==> src/hdl/acr_pkg.sv <==
// Shared types and constants for the allpass/comb reverberator.
package acr_pkg;

  localparam int NUM_LINES = 9;
  localparam int LINE_W    = 4;
  localparam int HEAD_W    = 11;
  localparam int MEM_AW    = 13;
  localparam int MEM_WORDS = 6908;
  localparam int CFG_AW    = 3;

  localparam int LINE_DEPTH [NUM_LINES] = '{225, 341, 441, 1116, 1356, 1422, 1617, 211, 179};
  localparam int LINE_BASE  [NUM_LINES] = '{0, 225, 566, 1007, 2123, 3479, 4901, 6518, 6729};

  localparam logic [LINE_W-1:0] LINE_AP0   = 4'd0;
  localparam logic [LINE_W-1:0] LINE_COMB0 = 4'd3;
  localparam logic [LINE_W-1:0] LINE_DEC0  = 4'd7;

  localparam logic [CFG_AW-1:0] REG_WET = 3'd0;
  localparam logic [CFG_AW-1:0] REG_APG = 3'd1;
  localparam logic [CFG_AW-1:0] REG_CG0 = 3'd2;
  localparam logic [CFG_AW-1:0] REG_CG1 = 3'd3;
  localparam logic [CFG_AW-1:0] REG_CG2 = 3'd4;
  localparam logic [CFG_AW-1:0] REG_CG3 = 3'd5;

  typedef enum logic [2:0] {A_RDATA, A_MR, A_W, A_LP, A_DRY, A_DL} asel_t;
  typedef enum logic [2:0] {B_APG, B_COMB, B_LPIN, B_LPFB, B_DRYW, B_WET} bsel_t;
  typedef enum logic [1:0] {WS_W, WS_V, WS_S} wsel_t;

  typedef struct packed {
    logic              clr;
    logic              ld_in;
    logic              rd;
    logic              wr;
    wsel_t             wsel;
    logic              adv;
    logic [LINE_W-1:0] line;
    logic [1:0]        unit;
    logic              side;
    asel_t             asel;
    bsel_t             bsel;
    logic              wide;
    logic              ld_t;
    logic              ld_w;
    logic              ld_x;
    logic              ld_acc;
    logic              ld_lp;
    logic              ld_sum;
    logic              ld_dl;
    logic              ld_macc;
    logic              ld_side;
    logic              ld_out;
  } cmd_t;

  typedef struct packed {
    logic clr_done;
    logic out_free;
  } stat_t;

endpackage

==> src/hdl/acr_ctrl.sv <==
// Sequencer for the reverberator: steps the shared datapath through each stage.
module acr_ctrl (
  input  logic         clk,
  input  logic         rst_n,
  input  logic         in_valid,
  input  acr_pkg::stat_t stat,
  output logic         in_stall,
  output acr_pkg::cmd_t  cmd
);
  import acr_pkg::*;

  localparam logic [2:0] ST_CLEAR = 3'd0;
  localparam logic [2:0] ST_IDLE  = 3'd1;
  localparam logic [2:0] ST_AP    = 3'd2;
  localparam logic [2:0] ST_COMB  = 3'd3;
  localparam logic [2:0] ST_DEC   = 3'd4;
  localparam logic [2:0] ST_FIN   = 3'd5;

  logic [2:0] state_r, state_nxt;
  logic [3:0] step_r, step_nxt;
  logic [1:0] unit_r, unit_nxt;

  always_ff @(posedge clk) begin
    if (!rst_n) begin
      state_r <= ST_CLEAR;
      step_r  <= '0;
      unit_r  <= '0;
    end else begin
      state_r <= state_nxt;
      step_r  <= step_nxt;
      unit_r  <= unit_nxt;
    end
  end

  always_comb begin
    state_nxt = state_r;
    step_nxt  = step_r;
    unit_nxt  = unit_r;
    cmd       = '0;
    cmd.unit  = unit_r;
    cmd.side  = unit_r[0];
    unique case (state_r)
      ST_CLEAR: begin
        cmd.clr = 1'b1;
        if (stat.clr_done) state_nxt = ST_IDLE;
      end
      ST_IDLE: begin
        if (in_valid) begin
          cmd.ld_in = 1'b1;
          state_nxt = ST_AP;
          step_nxt  = '0;
          unit_nxt  = '0;
        end
      end
      ST_AP: begin
        cmd.line = LINE_AP0 + LINE_W'(unit_r);
        cmd.asel = A_RDATA;
        cmd.bsel = B_APG;
        unique case (step_r)
          4'd0: cmd.rd = 1'b1;
          4'd1: cmd.ld_t = 1'b1;
          4'd3: begin
            cmd.wr   = 1'b1;
            cmd.wsel = WS_W;
            cmd.ld_w = 1'b1;
          end
          4'd4: cmd.asel = A_W;
          4'd6: begin
            cmd.ld_x = 1'b1;
            cmd.adv  = 1'b1;
          end
          default: ;
        endcase
        step_nxt = step_r + 4'd1;
        if (step_r == 4'd6) begin
          step_nxt = '0;
          if (unit_r == 2'd2) begin
            state_nxt = ST_COMB;
            unit_nxt  = '0;
          end else begin
            unit_nxt = unit_r + 2'd1;
          end
        end
      end
      ST_COMB: begin
        cmd.line = LINE_COMB0 + LINE_W'(unit_r);
        cmd.asel = A_RDATA;
        cmd.bsel = B_COMB;
        unique case (step_r)
          4'd0: cmd.rd = 1'b1;
          4'd3: begin
            cmd.asel = A_MR;
            cmd.bsel = B_LPIN;
          end
          4'd5: begin
            cmd.ld_acc = 1'b1;
            cmd.asel   = A_LP;
            cmd.bsel   = B_LPFB;
          end
          4'd7: cmd.ld_lp = 1'b1;
          4'd8: begin
            cmd.wr     = 1'b1;
            cmd.wsel   = WS_V;
            cmd.ld_sum = 1'b1;
            cmd.adv    = 1'b1;
          end
          default: ;
        endcase
        step_nxt = step_r + 4'd1;
        if (step_r == 4'd8) begin
          step_nxt = '0;
          if (unit_r == 2'd3) begin
            state_nxt = ST_DEC;
            unit_nxt  = '0;
          end else begin
            unit_nxt = unit_r + 2'd1;
          end
        end
      end
      ST_DEC: begin
        cmd.line = LINE_DEC0 + LINE_W'(unit_r);
        cmd.asel = A_DRY;
        cmd.bsel = B_DRYW;
        unique case (step_r)
          4'd0: begin
            cmd.wr   = 1'b1;
            cmd.wsel = WS_S;
            cmd.adv  = 1'b1;
          end
          4'd1: cmd.rd = 1'b1;
          4'd2: cmd.ld_dl = 1'b1;
          4'd4: begin
            cmd.ld_macc = 1'b1;
            cmd.asel    = A_DL;
            cmd.bsel    = B_WET;
          end
          4'd5: cmd.wide = 1'b1;
          4'd6: cmd.ld_side = 1'b1;
          default: ;
        endcase
        step_nxt = step_r + 4'd1;
        if (step_r == 4'd6) begin
          step_nxt = '0;
          if (unit_r == 2'd1) begin
            state_nxt = ST_FIN;
            unit_nxt  = '0;
          end else begin
            unit_nxt = unit_r + 2'd1;
          end
        end
      end
      ST_FIN: begin
        if (stat.out_free) begin
          cmd.ld_out = 1'b1;
          state_nxt  = ST_IDLE;
        end
      end
      default: state_nxt = ST_CLEAR;
    endcase
  end

  assign in_stall = (state_r != ST_IDLE);

endmodule

==> config.mk <==
export PLATFORM = sky130hd
export DESIGN_NAME = acr_ctrl
export DESIGN_NICKNAME = d
export VERILOG_FILES = /design/src/hdl/acr_pkg.sv /design/src/hdl/acr_ctrl.sv
export SDC_FILE = /design/constraint.sdc
export NUM_CORES = 1
export LEC_CHECK = 0
export ABC_AREA = 1
export BUFFER_PORTS_ARGS = -buffer_cell sky130_fd_sc_hd__buf_2
export CAP_MARGIN = 20
export CELL_PAD_IN_SITES_DETAIL_PLACEMENT = 1
export CELL_PAD_IN_SITES_GLOBAL_PLACEMENT = 2
export CORE_MARGIN = 3
export CORE_UTILIZATION = 26
export DETAILED_ROUTE_END_ITERATION = 10
export PLACE_DENSITY_LB_ADDON = 0.1
export SKIP_LAST_GASP = 1
export SYNTH_ARGS = -nofsm -noshare
export SYNTH_HDL_FRONTEND = slang
export SYNTH_SLANG_ARGS = --single-unit
==> constraint.sdc <==
create_clock -name clk -period 1.9 [get_ports clk]
set_input_delay 0 -clock clk [delete_from_list [all_inputs] [get_ports clk]]
set_output_delay 0 -clock clk [all_outputs]
set_load 0.01 [all_outputs]
==> metrics <==
status=complete, no violations; root buffer cell=clkbuf_8; min Tclk post-route=1.72 ns; Routed Antenna Nets=0; critical path endpoint category=output port; hold-critical path depth=3; pre-CTS WS=0.235 ns; Cell Pwr Density=1180 mW/mm^2; total nets after synthesis=200; Comb power frac=0.661; FF+latch count, synth=9; delay-heaviest family, CP=flip-flops; most frequent cells in the layout=buf_2, nand2_1, nor2_1; die width=72.3 um; Critical Path Start=state_r[0]; Seq/Total Area, Yosys=0.158; worst-path maximum fanout=8; Overall Power=1.65 mW; Layout Skew=0.00258 ns; worst skew pair latency=0.24 ns; metal3 WL=211 um; die area=0.00523 sq mm; Hold Slack=0.0309 ns; CTS buffer count=3; Die H=72.3 um; WL met1=1.83 mm; H-Tree Depth=1; final net count=238; DR WL met2=1.62 mm; CORE AREA=0.00412 sq mm; kind of start point of the critical path=flop; max cap viols=0; P_leak=0.722 nW; Placer Congestion=0.831; # IOs=37; Layout Utilization=0.340; Total Wirelength=3.70 mm; RSZ-0062 raised after global routing=false; Post-DP HPWL=3.09 mm; fin area=0.00140 sq mm; largest net degree at the start of global routing=11; Critical Path Most Common Cell=nor2_1; ant diodes=0; share of layout cells above drive strength 1=0.309; CTS tree=done; Total GRT Usage=0.151; mapped cell area=0.00114 sq mm; top layer in use=met4; most common cell after layout, fill and taps aside=buf_2; crit-path max cell delay=0.52 ns; CP Depth=6; Port Buf Inserts=36; Final Hold Fails=0; crit path DAT=1.72 ns; Sw Pwr=884 uW; worst path cell trace=nand3_1 > buf_4 > nor2_1 > nor2_1 > o21ai_0 > buf_2; first-pass GRT wire length=6.21 mm; fin worst setup slack=0.182 ns; Slew Viols, Final=0; Via density=4.75; maximum root-to-sink buffer count=2; initial antenna violation count=0; Placed Cells=266; R2R Path Start=step_r[0]; crit path kind=flop to output port; maximum vdd drop=0.000319 V; switch share=0.537; grt ovf=0; Worst Path Required=1.90 ns; initial DRC count=34; clock power share=0.142; sequential share of power=0.197; Post-CTS Repair Setup Buffers=0; vias in the first global route=1,285; Slowest cell on crit path=dfxtp_1; Area Overhead vs Synth=22.6%; Critical R2R Capture=state_r[0]; CP Buf/Inv Count=2; drt pass-1 iters=4; DR WL/cell=13.7 um; CTS Sinks=9; worst hold-check path type=input port to flop; Reg2Reg Depth=9; flop-to-flop setup slack=0.25 ns; CP endpoint=cmd[27]; syn_area_per_cell=6.24 sq um; FP Rows=23; Syn. warnings=0; total DRC errors in the routed layout=0; Mapped Cells=183; post-route insts no fill=270; Worst Tran Pin Value=0.350 ns; Slew Limit Headroom=0.766; via count=1,283; Int Power=762 uW; Reg clk slew, reported paths=0.05 ns; highest clock rate=582 MHz; Sum Neg Setup Slack=0 ns; initial core utilization=0.278; placement-stage cell area=0.00135 sq mm; setup violators final=0; final period utilization=0.904; Netlist cell types=27
repair_timing:
action | 4_1_cts | 5_1_grt
endpoints found under the hold margin | 0 | 0
resized for setup | 0 | 1
hold buffers | 0 | 0
endpoints found under the setup margin | 0 | 2
synth_stat cells:
cell,number,share of area
nand2_1,30,0.099
nor2_1,28,0.092
inv_1,24,0.079
nand3_1,15,0.066
ha_1,12,0.13
o21ai_0,10,0.044
dfxtp_1,9,0.16
a21oi_1,7,0.031
nand2_2,6,0.033
nand4_1,6,0.033
nor2_2,5,0.027
inv_2,4,0.013
nor2_4,4,0.039
buf_4,3,0.020
buf_6,3,0.030
nand3_2,3,0.026
nor3_1,2,0.0088
o21ai_1,2,0.0088
o22ai_1,2,0.011
a211oi_1,1,0.0066
a31oi_1,1,0.0055
buf_2,1,0.0044
inv_4,1,0.0055
nand2_4,1,0.0099
nand3b_1,1,0.0066
nor4_1,1,0.0055
o32ai_1,1,0.0077
layout make-up:
| class | count | area, sq um |
|---|---|---|
| multi-input cells | 138 | 790 |
| repair buffers | 40 | 210 |
| clock buffers | 4 | 45.0 |
| fillers | 575 | 2720 |
| inverters | 29 | 111 |
| flip-flops and latches | 9 | 181 |
| well taps | 50 | 62.6 |
state kept, by name (all words and copies together), names as in the netlist:
register  cells
step_r        4
unit_r        2
state_r       3
cell families after synthesis:
| logic type | count (synthesis) | synth area share |
|---|---|---|
| buf+inv | 36 | 0.151 |
| fa+ha+maj | 12 | 0.131 |
| flops | 9 | 0.158 |
| simple gates | 102 | 0.446 |
| compound gates | 24 | 0.114 |
per-layer routing:
layer / GRT usage / vias to the layer above
li1: - / 664
met1: 0.211 / 579
met2: 0.240 / 35
met3: 0.0249 / 5
met4: 0.0376 / 0
met5: 0 / -
worst min-delay path by stage:
stage	from	end	slack (ns)
2_1_floorplan	in_valid	cmd[29]	0.1
3_3_place_gp	rst_n	state_r[2]	0.28
3_5_place_dp	rst_n	state_r[0]	0.28
4_1_cts	rst_n	state_r[0]	0.04
5_1_grt	rst_n	state_r[1]	0.03
6_report	rst_n	state_r[1]	0.03
power groups by stage:
stage	clock network [mW]	logic (mW)	registers [mW]
global placement	0	1.08	0.323
CTS	0.240	1.11	0.324
global route	0.253	1.24	0.337
floorplan	0	0.867	0.276
finish	0.234	1.09	0.324
detailed placement	0	1.10	0.328
worst register-to-register path, cell delays in order (launching register included):
cell,delay [ns]
dfxtp_1,0.35
inv_1,0.17
ha_1,0.25
nand3_2,0.14
nand2_1,0.17
nand3_2,0.11
nor2_4,0.16
nand3_1,0.10
nand2_1,0.07
nor2_1,0.03
(Power assumes the default switching activity.)
